$ cat src/rtl/fsrt_pkg.sv
// Package for the FEC shard receive tracker.
// Holds request, status and divider-step codes plus the controller/datapath
// command and status structs. No dependencies.
`default_nettype none
package fsrt_pkg;

   localparam int DEF_MAX_SHARDS   = 20;
   localparam int DEF_PACKET_BYTES = 1400;
   localparam int DEF_MAX_COLUMNS  = 64;

   localparam int PCT_SCALE = 100;
   localparam int PCT_ROUND = 99;

   // Operand width of the shared divider; covers frame size plus a rounding term.
   localparam int DIV_W = 24;
   localparam int IDX_W = 11;
   localparam int DEC_W = 7;

   localparam logic [1:0] REQ_PACKET = 2'd0;
   localparam logic [1:0] REQ_CHECK  = 2'd1;
   localparam logic [1:0] REQ_CLEAR  = 2'd2;

   localparam logic [1:0] ST_ACCEPT    = 2'd0;
   localparam logic [1:0] ST_DUPLICATE = 2'd1;
   localparam logic [1:0] ST_RECOVERED = 2'd2;

   typedef enum logic [2:0] {
      DS_MAXDATA,
      DS_CEIL1,
      DS_COLS,
      DS_DATA,
      DS_PARITY,
      DS_FULLPKT,
      DS_PADDING,
      DS_INDEX
   } div_sel_type;

   typedef struct packed {
      logic        latch;
      logic        div_start;
      div_sel_type div_sel;
      logic        commit;
      logic        ctr_clear;
      logic        ctr_inc;
      logic        clr_wr;
      logic        rd_col;
      logic        pkt_wr;
      logic        chk_eval;
      logic        chk_fin;
      logic        flag_clr;
      logic        res_dup;
      logic        res_rcv;
      logic        rsp_load;
   } cmd_type;

   typedef struct packed {
      logic [1:0] req_type;
      logic       hit_recovered;
      logic       new_frame;
      logic       recovered;
      logic       pps_zero;
      logic       div_done;
      logic       ctr_last;
   } stat_type;

endpackage
`default_nettype wire

$ cat src/rtl/fsrt_controller.sv
// Controller state machine of the tracker: request handshake, divider steps,
// column sweeps and result beat. Depends on fsrt_pkg.
`default_nettype none
module fsrt_controller
   import fsrt_pkg::*;
(
   input  wire logic     clock,
   input  wire logic     reset,
   input  wire logic     req_valid,
   output logic          req_ready,
   output logic          rsp_valid,
   input  wire logic     rsp_ready,
   input  wire stat_type stat,
   output cmd_type       cmd
);

   typedef enum logic [3:0] {
      S_IDLE, S_DECODE, S_DSTART, S_DWAIT, S_NEXT, S_CLR, S_PRD, S_PWR,
      S_CRD, S_CEV, S_CFIN, S_CLRF, S_RESP
   } state_type;

   state_type   state_ff;
   div_sel_type sel_ff;
   logic        new_ff, rsp_valid_ff, rsp_go;

   assign req_ready = state_ff == S_IDLE;
   assign rsp_valid = rsp_valid_ff;
   assign rsp_go    = (state_ff == S_RESP) && (!rsp_valid_ff || rsp_ready);

   always_comb begin
      cmd           = '0;
      cmd.div_sel   = sel_ff;
      cmd.latch     = req_valid && (state_ff == S_IDLE);
      cmd.div_start = state_ff == S_DSTART;
      cmd.commit    = state_ff == S_NEXT;
      cmd.clr_wr    = state_ff == S_CLR;
      cmd.rd_col    = state_ff == S_PRD;
      cmd.pkt_wr    = state_ff == S_PWR;
      cmd.chk_eval  = state_ff == S_CEV;
      cmd.chk_fin   = state_ff == S_CFIN;
      cmd.flag_clr  = state_ff == S_CLRF;
      cmd.rsp_load  = rsp_go;
      cmd.ctr_clear = (state_ff == S_NEXT) || (state_ff == S_DECODE);
      cmd.ctr_inc   = ((state_ff == S_CLR) || (state_ff == S_CEV)) && !stat.ctr_last;
      if (state_ff == S_DECODE && stat.req_type == REQ_PACKET) begin
         cmd.res_rcv = stat.hit_recovered;
         cmd.res_dup = !stat.hit_recovered && !stat.new_frame && stat.pps_zero;
      end
   end

   always_ff @(posedge clock) begin
      if (reset) begin
         state_ff     <= S_IDLE;
         sel_ff       <= DS_MAXDATA;
         new_ff       <= 1'b0;
         rsp_valid_ff <= 1'b0;
      end else begin
         if (rsp_go) begin
            rsp_valid_ff <= 1'b1;
         end else if (rsp_ready) begin
            rsp_valid_ff <= 1'b0;
         end
         case (state_ff)
            S_IDLE: begin
               if (req_valid) begin
                  state_ff <= S_DECODE;
               end
            end
            S_DECODE: begin
               case (stat.req_type)
                  REQ_PACKET: begin
                     if (stat.hit_recovered || (!stat.new_frame && stat.pps_zero)) begin
                        state_ff <= S_RESP;
                     end else begin
                        new_ff   <= stat.new_frame;
                        sel_ff   <= stat.new_frame ? DS_MAXDATA : DS_INDEX;
                        state_ff <= S_DSTART;
                     end
                  end
                  REQ_CHECK: state_ff <= stat.recovered ? S_RESP : S_CRD;
                  REQ_CLEAR: state_ff <= S_CLRF;
                  default:   state_ff <= S_RESP;
               endcase
            end
            S_DSTART: state_ff <= S_DWAIT;
            S_DWAIT: begin
               if (stat.div_done) begin
                  case (sel_ff)
                     DS_MAXDATA: begin sel_ff <= DS_CEIL1;   state_ff <= S_DSTART; end
                     DS_CEIL1:   begin sel_ff <= DS_COLS;    state_ff <= S_DSTART; end
                     DS_COLS:    begin sel_ff <= DS_DATA;    state_ff <= S_DSTART; end
                     DS_DATA:    begin sel_ff <= DS_PARITY;  state_ff <= S_DSTART; end
                     DS_PARITY:  begin sel_ff <= DS_FULLPKT; state_ff <= S_DSTART; end
                     DS_FULLPKT: begin sel_ff <= DS_PADDING; state_ff <= S_DSTART; end
                     DS_PADDING: begin sel_ff <= DS_INDEX;   state_ff <= S_DSTART; end
                     default:    state_ff <= new_ff ? S_NEXT : S_PRD;
                  endcase
               end
            end
            S_NEXT: state_ff <= S_CLR;
            S_CLR: begin
               if (stat.ctr_last) begin
                  state_ff <= S_PRD;
               end
            end
            S_PRD:  state_ff <= S_PWR;
            S_PWR:  state_ff <= S_RESP;
            S_CRD:  state_ff <= S_CEV;
            S_CEV:  state_ff <= stat.ctr_last ? S_CFIN : S_CRD;
            S_CFIN: state_ff <= S_RESP;
            S_CLRF: state_ff <= S_RESP;
            S_RESP: begin
               if (rsp_go) begin
                  state_ff <= S_IDLE;
               end
            end
            default: state_ff <= S_IDLE;
         endcase
      end
   end

endmodule
`default_nettype wire

$ cat config.mk
export PLATFORM = sky130hd
export DESIGN_NAME = fsrt_controller
export DESIGN_NICKNAME = d
export VERILOG_FILES = /design/src/rtl/fsrt_pkg.sv /design/src/rtl/fsrt_controller.sv
export SDC_FILE = /design/constraint.sdc
export NUM_CORES = 1
export LEC_CHECK = 0
export ABC_CLOCK_PERIOD_IN_PS = 4200
export BUFFER_PORTS_ARGS = -buffer_cell sky130_fd_sc_hd__buf_4
export CAP_MARGIN = 20
export CORE_UTILIZATION = 36
export CTS_BUF_LIST = sky130_fd_sc_hd__clkbuf_4 sky130_fd_sc_hd__clkbuf_8 sky130_fd_sc_hd__clkbuf_16
export CTS_CLUSTER_DIAMETER = 100
export DETAILED_ROUTE_END_ITERATION = 6
export HOLD_SLACK_MARGIN = 0.12
export SYNTH_ARGS = -nofsm -noshare
export SYNTH_HDL_FRONTEND = slang
export SYNTH_SLANG_ARGS = --single-unit
$ cat constraint.sdc
create_clock -name clock -period 4.2 [get_ports clock]
set_clock_uncertainty 0.2 [all_clocks]
set_input_delay 0.63 -clock clock [delete_from_list [all_inputs] [get_ports clock]]
set_output_delay 0.63 -clock clock [all_outputs]
set_load 0.01 [all_outputs]
==> impl_metrics.yaml, run 1 <==
die:
  die_width_um: 51.3
  count_of_standard_cell_rows: 17
  die_area_sq_mm: 0.00263
  boundaryPins: 31
  initial_core_util: 0.388
  fp.dieH_um: 51.3
  core-area_sq_mm: 0.00225
place:
  replace_congestion: 0.734
  number_of_buffers_inserted_by_port_buffering: 30
  dpl.cell_count: 169
  dp_hpwl_um: 1700
setup_path:
  startpoint: "state_ff[3]"
  worst_ep_arrival_time_ns: 1.79
  startpoint_type: "register"
  critical_path_required_ns: 3.37
  worst_path_dominant_cell_family: "flip-flops"
  worst-path-buf-inv: 1
  endpoint_kind: "primary output"
  critical_path.cell_chain: "nand2b_1, nor2_1, or2_2, buf_4"
  worst-r2r-cell-count: 4
  ff2ff_setup_slack_ns: 2.20
  timing.rr.start: "state_ff[3]"
  criticalPathCategory: "register to primary output"
  worst_path_max_stage_delay_ns: 0.71
  critical_path.max_fanout: 18
  reg2reg_to: "new_ff"
  critPathSlowestCell: "sky130_fd_sc_hd__dfxtp_1"
layout:
  syn2layout_area_growth_pct: 27.3
  post_layout_nonfiller_instances: 173
  num-nets-final: 162
  antennaDiodeCount: 0
  fraction_of_layout_cells_with_a_size_suffix_above_1: 0.276
global_routing:
  gr-total-overflow: 0
  grt_first_pass_wirelength_um: 3620
  global_route.usage.total: 0.183
  grt_antenna_before_repair: 0
  pin_count_of_the_biggest_net_entering_global_routing: 19
  grt_pass1_vias: 838
cts:
  cts_resized: 0
  post_cts_buffers: 0
  hold_buffers: 0
  cts_htree_levels: 1
  tritoncts: "yes"
  clk_path_buf_depth: 2
  worstSkewPairLatency_ns: 0.28
  clock_sinks: 9
  clk_pin_slew_ns: 0.08
  clk_root_buffer_cell: "sky130_fd_sc_hd__clkbuf_4"
  cts_inserted_buffers: 3
worst_hold_path:
  min_path_cells: 2
  timing.hold.worst.start: "sel_ff[2]"
  timing.hold.worst.class: "register to register"
  whs_endpoint: "sel_ff[2]"
sta:
  rsz0062_at_grt: "no"
  max-slew-margin-rel: 0.601
  post-route-period-util: 0.625
  fmaxAchievable_mhz: 381
  setup-violations-final: 0
  finalSetupTns_ns: 0
  max_slew_vio_count: 0
  hold_violations: 0
  layout_min_cycle_time_ns: 2.62
  timing_worst_slew_pin_value_ns: 0.598
power_and_ir_drop:
  power_density_mw_per_mm2: 465
  power.ir.vdd_worst_mv: 0.217
  totalPowerFinal_uw: 518
  static-leakage-power_uw: 0.000443
detailed_routing:
  via_count: 949
  drt_first_iter_violations: 18
  route.detailed.drc: 0
  drt.antenna.violating_nets: 0
  per_cell_via_count_in_the_routed_design: 5.49
  first_pass_iters: 4
  routed_length_per_placed_instance_um: 13.1
  postRouteWirelength_um: 2260
logic_synthesis:
  ys.warnings.count: 0
  post_synth_most_frequent_cells: "sky130_fd_sc_hd__nor2_1 (12), sky130_fd_sc_hd__a21oi_1 (10), sky130_fd_sc_hd__dfxtp_1 (9), sky130_fd_sc_hd__nand2_1 (9), sky130_fd_sc_hd__nand2b_1 (8)"
  synth.top_cell.area_share: 0.206
  postSynthCellCount: 119
  synth_flop_cell: "sky130_fd_sc_hd__dfxtp_1"
  synth.yosys.seq_area_share: 0.206
  postSynth.asyncResetShare: 0
  synth_edf_count: 0
  synth_cell_type_count: 40
  synth_fp_nets: 135
  netlist_top_cells_area: "sky130_fd_sc_hd__dfxtp_1 (21%), sky130_fd_sc_hd__a21oi_1 (5.7%), sky130_fd_sc_hd__ha_1 (5.7%)"
  synth_largest_area_cell: "sky130_fd_sc_hd__dfxtp_1"
  synth.most_common_cell: "sky130_fd_sc_hd__nor2_1"
  synth.ff_latch_count: 9
  syn_area_per_cell_sq_um: 7.36
  synthesis.area_sq_um: 876
run:
  maxCapViolations: 0
run_status:
  status: "complete, no violations"
-- layout by cell type, fill, tap and decap left out, drive strengths merged --
| cell type | n |
|---|---|
| a21oi | 10 |
| a221oi | 2 |
| a21boi | 2 |
| dfxtp | 9 |
| o32ai | 2 |
| o31ai | 1 |
| o21a | 1 |
| a311oi | 1 |
| or2 | 2 |
| nand3 | 5 |
| o211ai | 2 |
| o2111ai | 1 |
| and4bb | 1 |
| or3b | 1 |
| and4 | 1 |
| and4b | 1 |
| nor4b | 2 |
| clkbuf | 4 |
| ha | 4 |
| nor4 | 2 |
| a211oi | 1 |
| nand2 | 9 |
| o22ai | 2 |
| nand4b | 2 |
| or3 | 2 |
| nor3b | 3 |
| nand2b | 8 |
| nor2 | 12 |
| nor2b | 4 |
| and3 | 2 |
| nor3 | 3 |
| nand4bb | 1 |
| and2 | 1 |
| buf | 30 |
| inv | 7 |
| o21ai | 4 |
-- cell families (layout without fill, tap and decap cells) --
logic type	count (synthesis)	after routing	synth area share
AO/OA/AOI/OAI	29	29	0.221
adder cells (fa/ha/maj)	4	4	0.0571
buffers and inverters	15	41	0.0886
flip-flops	9	9	0.206
AND/OR/NAND/NOR	62	62	0.427
-- metrics by stage --
step | setup slack (ns) | util | instance area [sq um] | hold WS [ns]
after global placement | 1.90 | 0.481 | 1080 | 0.305
after detailed placement | 1.87 | 0.481 | 1080 | 0.308
final | 1.58 | 0.494 | 1110 | 0.317
after global routing | 1.50 | 0.494 | 1110 | 0.361
after CTS | 1.60 | 0.494 | 1110 | 0.316
after floorplan | 2.08 | - | 876 | 0.312
-- flip-flops by register name (all words and copies together), names as in the netlist --
name / cells
state_ff: 4
sel_ff: 3
new_ff: 1
rsp_valid: 1
-- per-layer routing --
metal	up-vias	GRT usage	part of all wire
met5	-	0	0
met2	25	0.298	0.46
li1	486	-	-
met4	0	0.0946	0.018
met1	433	0.226	0.47
met3	5	0.0387	0.052
-- cell type report --
type	instances	area, sq um
fill	241	1140
sequential	9	180
tap	28	35.0
multi-input combinational	95	618
clock buffer	4	30.0
timing repair buffer	30	225
inverter	7	26.3
-- worst reg2reg max path: cells and delay by family (launching register included) --
| family | cells | cell delay [ns] |
|---|---|---|
| simple gates | 3 | 0.99 |
| flops | 1 | 0.50 |
| compound gates | 1 | 0.22 |
-- worst max-delay path by stage --
| stage | endpoint | slack, ns | depth (start not counted) |
|---|---|---|---|
| after floorplan | cmd[2] | 2.08 | 4 |
| after global placement | cmd[2] | 1.90 | 6 |
| after detailed placement | cmd[2] | 1.87 | 6 |
| after CTS | cmd[10] | 1.60 | 4 |
| after global routing | cmd[10] | 1.50 | 4 |
| final | cmd[10] | 1.58 | 4 |
-- power by group --
part           total [uW]  switching [uW]  internal (uW)  leakage [uW]
Clock                80.3            37.0           43.3     0.0000184
Combinational         274             134            139      0.000351
Sequential            164            60.9            103     0.0000732
Total                 518             232            286      0.000443
Power figures use the tool's default switching activity.
==> run 2: changes to the inputs <==
--- a/config.mk
+++ b/config.mk
@@ -5,7 +5,7 @@
 export SDC_FILE = /design/constraint.sdc
 export NUM_CORES = 1
 export LEC_CHECK = 0
-export ABC_CLOCK_PERIOD_IN_PS = 4200
+export ABC_CLOCK_PERIOD_IN_PS = 2250
 export BUFFER_PORTS_ARGS = -buffer_cell sky130_fd_sc_hd__buf_4
 export CAP_MARGIN = 20
 export CORE_UTILIZATION = 36
==> constraint.sdc (replaced) <==
create_clock -name clock -period 2.25 [get_ports clock]
set_clock_uncertainty 0.2 [all_clocks]
set_input_delay 0.3375 -clock clock [delete_from_list [all_inputs] [get_ports clock]]
set_output_delay 0.3375 -clock clock [all_outputs]
set_load 0.01 [all_outputs]
==> run 2 against run 1 <==
Register-to-register slack worse by 1.9 ns. Total power up 96%. Clock-buffer cell count unchanged. Combinational power is 110% higher. Global-route usage rose by 0.062 points. Design area increased by 3.3%. Die area unchanged. Sequential share of layout area shrank 0.18 points. Flip-flop and latch count stayed put. Utilization is 1.6 points higher. Non-clock buffer count up 4. Critical endpoint unchanged.
==> impl_metrics.yaml, run 2 (same netlist as run 1, synthesis figures left out) <==
detailed_routing:
  drt_first_iter_violations: 23
  routed_length_per_placed_instance_um: 12.6
  via_count: 980
  route.detailed.drc: 0
  postRouteWirelength_um: 2230
  drt.antenna.violating_nets: 0
  first_pass_iters: 4
  per_cell_via_count_in_the_routed_design: 5.54
cts:
  worstSkewPairLatency_ns: 0.26
  tritoncts: "yes"
  cts_inserted_buffers: 3
  clock_sinks: 9
  cts_htree_levels: 1
  clk_root_buffer_cell: "sky130_fd_sc_hd__clkbuf_4"
  clk_pin_slew_ns: 0.07
  clk_path_buf_depth: 2
global_routing:
  gr-total-overflow: 0
  pin_count_of_the_biggest_net_entering_global_routing: 16
  grt_first_pass_wirelength_um: 3610
  grt_antenna_before_repair: 0
  grt_pass1_vias: 792
  global_route.usage.total: 0.184
layout:
  layout.cells.most_common_list: "sky130_fd_sc_hd__buf_4 (33), sky130_fd_sc_hd__nor2_1 (12), sky130_fd_sc_hd__a21oi_1 (10)"
  largestRegisters: "state_ff: 4 flops, sel_ff: 3 flops"
  sequential_standard_cell_area_sq_um: 184
  max_flop_register: "state_ff"
  fraction_of_layout_cells_with_a_size_suffix_above_1: 0.309
  leading_cell_type_in_the_layout_fill_and_taps_excluded: "sky130_fd_sc_hd__buf_4"
  multi_input_comb_area_sq_um: 618
  max_ffs_per_register: 4
  fill_cells: 245
  utilization: 0.511
  antennaDiodeCount: 0
  num-nets-final: 166
  syn2layout_area_growth_pct: 31.4
setup_path:
  worst_path_dominant_cell_family: "flip-flops"
  critical_path_required_ns: 1.71
  endpoint_kind: "primary output"
  worst_path_max_stage_delay_ns: 0.61
  criticalPathCategory: "register to primary output"
  critical_path.cell_chain: "or2_2, nor2_1, or2_2, buf_4"
  worst_ep_arrival_time_ns: 1.60
  critical_path.max_fanout: 14
  worst-path-buf-inv: 1
  critPathSlowestCell: "sky130_fd_sc_hd__dfxtp_1"
  startpoint_type: "register"
  most_numerous_cell_on_the_critical_path: "sky130_fd_sc_hd__or2_2"
sta:
  fmaxAchievable_mhz: 468
  setup-violations-final: 0
  layout_min_cycle_time_ns: 2.14
  hold_violations: 0
  rsz0062_at_grt: "no"
  max-slew-margin-rel: 0.690
  timing_worst_slew_pin_value_ns: 0.460
  max_slew_vio_count: 0
  post-route-period-util: 0.949
  finalSetupTns_ns: 0
place:
  number_of_buffers_inserted_by_port_buffering: 30
  replace_congestion: 0.762
  dp_hpwl_um: 1650
die:
  fp.dieH_um: 51.3
  core-area_sq_mm: 0.00225
  die_width_um: 51.3
  initial_core_util: 0.388
  count_of_standard_cell_rows: 17
  boundaryPins: 31
  die_area_sq_mm: 0.00263
power_and_ir_drop:
  static-leakage-power_uw: 0.000464
  totalPowerFinal_uw: 1010
  power_density_mw_per_mm2: 881
  power.ir.vdd_worst_mv: 0.709
worst_hold_path:
  timing.hold.worst.class: "primary input to register"
run:
  maxCapViolations: 0
run_status:
  status: "complete, no violations"
-- run 2: changes by cell type in the layout (fill, tap and decap cells not counted) --
cell | previous run | this run
sky130_fd_sc_hd__buf_4 | 30 | 33
sky130_fd_sc_hd__dlygate4sd3_1 | 0 | 1
sky130_fd_sc_hd__dfxtp_1 | 9 | 6
sky130_fd_sc_hd__dfxtp_2 | 0 | 3
-- run 2: power by group --
part / switching [uW] / leakage, uW / total [uW] / internal, uW
Combinational: 271 / 0.000371 / 567 / 296
Clock: 66.4 / 0.0000184 / 147 / 80.6
Sequential: 102 / 0.0000743 / 300 / 198
Total: 440 / 0.000464 / 1010 / 574
-- run 2: metal layers --
metal | global-route usage | share of wire | vias to the layer above
met5 | 0 | 0 | -
met1 | 0.256 | 0.48 | 449
met2 | 0.279 | 0.46 | 37
li1 | - | - | 490
met4 | 0.0676 | 0.011 | 0
met3 | 0.0357 | 0.056 | 4
-- run 2: cell type report --
type,instances,area share
inverters,7,0.0228
clock buffers,4,0.0261
repair buffers,34,0.224
well taps,28,0.0304
flip-flops and latches,9,0.160
multi-input cells,95,0.537
-- run 2: worst min-delay path, stage by stage --
cell	delay, ns
sky130_fd_sc_hd__buf_4	0.07
sky130_fd_sc_hd__nand2b_1	0.15
sky130_fd_sc_hd__a21oi_1	0.08
-- run 2: repair_timing --
action,4_1_cts,5_1_grt
buffers inserted,0,2
gates resized for setup,0,3
setup endpoints to repair,0,2
endpoints found under the hold margin,0,1
hold buffers,0,1
-- run 2: through the flow --
stage / worst slack (ns) / area (sq um) / cells / hold slack, ns
after floorplan: 0.473 / 876 / 119 / 0.312
after detailed placement: 0.292 / 1090 / 170 / 0.305
final: 0.114 / 1150 / 177 / 0.217
after global placement: 0.359 / 1090 / 170 / 0.303
after global routing: 0.0323 / 1150 / 177 / 0.232
after CTS: 0.00886 / 1120 / 174 / 0.125
-- run 2: worst paths after layout --
kind,start,end,slack (ns),cells past startpoint
max reg2reg,state_ff[1],new_ff,0.35,5
min,rsp_ready,rsp_valid,0.22,3
max,state_ff[1],cmd[10],0.11,4
min reg2reg,sel_ff[2],sel_ff[2],0.33,2
==> run 3: changes to the inputs <==
--- a/config.mk
+++ b/config.mk
@@ -5,6 +5,7 @@
 export SDC_FILE = /design/constraint.sdc
 export NUM_CORES = 1
 export LEC_CHECK = 0
+export ABC_AREA = 1
 export ABC_CLOCK_PERIOD_IN_PS = 2250
 export BUFFER_PORTS_ARGS = -buffer_cell sky130_fd_sc_hd__buf_4
 export CAP_MARGIN = 20
==> run 3 against run 2 <==
Via count is 0.41% lower. Clock power decreased by 7%. Synthesized cell count up 27%. Utilization rose by 0.13 points. Critical path type unchanged.
==> impl_metrics.yaml, run 3 <==
run_status:
  status: "complete, no violations"
worst_hold_path:
  timing.hold.worst.class: "primary input to register"
run:
  maxCapViolations: 0
layout:
  leading_cell_type_in_the_layout_fill_and_taps_excluded: "sky130_fd_sc_hd__nand2_1"
  antennaDiodeCount: 0
  largestRegisters: "state_ff: 4 flops, sel_ff: 3 flops"
  layout.cells.most_common_list: "sky130_fd_sc_hd__nand2_1 (41), sky130_fd_sc_hd__nor2_1 (33), sky130_fd_sc_hd__buf_4 (30)"
  utilization: 0.512
  num-nets-final: 202
  max_ffs_per_register: 4
  syn2layout_area_growth_pct: 34.9
  post_layout_nonfiller_instances: 213
  fraction_of_layout_cells_with_a_size_suffix_above_1: 0.281
  max_flop_register: "state_ff"
logic_synthesis:
  syn_area_per_cell_sq_um: 5.56
  synth.most_common_cell: "sky130_fd_sc_hd__nand2_1"
  synth.top_cell.area_share: 0.215
  synth_edf_count: 0
  synth_flop_cell: "sky130_fd_sc_hd__dfxtp_1"
  synthesis.area_sq_um: 840
  synth_largest_area_cell: "sky130_fd_sc_hd__dfxtp_1"
  postSynthCellCount: 151
  ys.warnings.count: 0
  synth_cell_type_count: 19
  synth.yosys.seq_area_share: 0.215
  post_synth_most_frequent_cells: "sky130_fd_sc_hd__nand2_1 (41), sky130_fd_sc_hd__nor2_1 (33), sky130_fd_sc_hd__inv_1 (21)"
  postSynth.asyncResetShare: 0
  synth.ff_latch_count: 9
  synth_fp_nets: 167
  netlist_top_cells_area: "sky130_fd_sc_hd__dfxtp_1 (21%), sky130_fd_sc_hd__nand2_1 (18%), sky130_fd_sc_hd__nor2_1 (15%)"
place:
  replace_congestion: 0.809
  number_of_buffers_inserted_by_port_buffering: 30
  dp_hpwl_um: 1810
  dpl.cell_count: 208
  post-place-ws_ns: 0.550
setup_path:
  endpoint_kind: "primary output"
  critical_path_required_ns: 1.71
  worst_ep_arrival_time_ns: 1.39
  criticalPathCategory: "register to primary output"
  startpoint_type: "register"
  ff2ff_setup_slack_ns: 0.72
  critical_path.max_fanout: 6
power_and_ir_drop:
  switchingPower_uw: 481
  power_density_mw_per_mm2: 893
  static-leakage-power_uw: 0.000652
  pwr-share-seq: 0.251
  p_int_uw: 529
  comb_power_share: 0.614
  power.ir.vdd_worst_mv: 0.452
  clock_power_share: 0.135
  switching_share: 0.476
  totalPowerFinal_uw: 1010
global_routing:
  global_route.usage.total: 0.190
  gr-total-overflow: 0
  pin_count_of_the_biggest_net_entering_global_routing: 7
  grt_antenna_before_repair: 0
  grt_pass1_vias: 915
  grt_first_pass_wirelength_um: 3740
detailed_routing:
  drt_first_iter_violations: 13
  first_pass_iters: 5
  per_cell_via_count_in_the_routed_design: 4.58
  route.detailed.drc: 0
  drt.antenna.violating_nets: 0
  via_count: 976
  postRouteWirelength_um: 2120
  routed_length_per_placed_instance_um: 9.96
sta:
  layout_min_cycle_time_ns: 1.93
  setup-violations-final: 0
  finalSetupTns_ns: 0
  max-slew-margin-rel: 0.848
  hold_violations: 0
  post-route-period-util: 0.856
  max_slew_vio_count: 0
  timing_worst_slew_pin_value_ns: 0.226
  setup_ws_ns: 0.324
  fmaxAchievable_mhz: 519
  rsz0062_at_grt: "no"
cts:
  cts_resized: 0
  clk_root_buffer_cell: "sky130_fd_sc_hd__clkbuf_4"
  worstSkewPairLatency_ns: 0.26
  tritoncts: "yes"
  cts_inserted_buffers: 3
  clk_pin_slew_ns: 0.07
  clk_path_buf_depth: 2
  cts_htree_levels: 1
  clock_sinks: 9
die:
  die_width_um: 50.3
  boundaryPins: 31
  die_area_sq_mm: 0.00253
  initial_core_util: 0.380
  fp.dieH_um: 50.3
  core-area_sq_mm: 0.00221
  count_of_standard_cell_rows: 17
run 3: path summary, 6_finish.rpt:
check | start | to | cells after the start
setup / recovery | state_ff[0] | cmd[2] | 5
hold / removal | stat[4] | new_ff | 3
hold reg to reg | new_ff | new_ff | 2
setup reg to reg | state_ff[0] | sel_ff[0] | 9
run 3: layout make-up:
type	instances	area, sq um
Clock buffer	4	30.0
Sequential cell	9	180
Timing Repair Buffer	31	235
Inverter	24	90.1
Multi-Input combinational cell	117	562
Fill cell	260	1080
Tap cell	28	35.0
run 3: through the flow:
stage,hold slack [ns],cell area (sq um)
2_1_floorplan,0.207,840
3_3_place_gp,0.285,1090
3_5_place_dp,0.276,1090
4_1_cts,0.170,1130
5_1_grt,0.205,1130
6_report,0.176,1130
run 3: power groups by stage:
| stage | logic [uW] | registers, uW | clock network [uW] |
|---|---|---|---|
| after global routing | 706 | 263 | 146 |
| after CTS | 633 | 254 | 141 |
| final | 620 | 254 | 136 |
| after floorplan | 416 | 254 | 0 |
| after detailed placement | 629 | 258 | 0 |
| after global placement | 629 | 259 | 0 |
run 3: worst max-delay path: stages, from the launching register on:
cell	delay, ns
sky130_fd_sc_hd__dfxtp_1	0.44
sky130_fd_sc_hd__nand2_2	0.11
sky130_fd_sc_hd__nor2_4	0.19
sky130_fd_sc_hd__nand2_2	0.11
sky130_fd_sc_hd__nor3_1	0.14
sky130_fd_sc_hd__buf_4	0.15
run 3: cells by family (layout without fill, tap and decap cells):
| kind of cell | Yosys count | after routing | synth area share |
|---|---|---|---|
| AOI/OAI and AO/OA | 13 | 13 | 0.0805 |
| adders and majority gates | 4 | 4 | 0.0596 |
| buffers and inverters | 25 | 59 | 0.116 |
| DFF | 9 | 9 | 0.215 |
| and+or+nand+nor | 100 | 100 | 0.529 |
run 3: timing repair:
action	4_1_cts	5_1_grt
buffers inserted	0	0
endpoints found under the hold margin	5	0
hold buffers	1	0
run 3: metal layers:
metal	GRT usage	wire length, um
met5	0	0
met4	0.0556	12
met3	0.0182	59
met2	0.344	1010
met1	0.234	1040
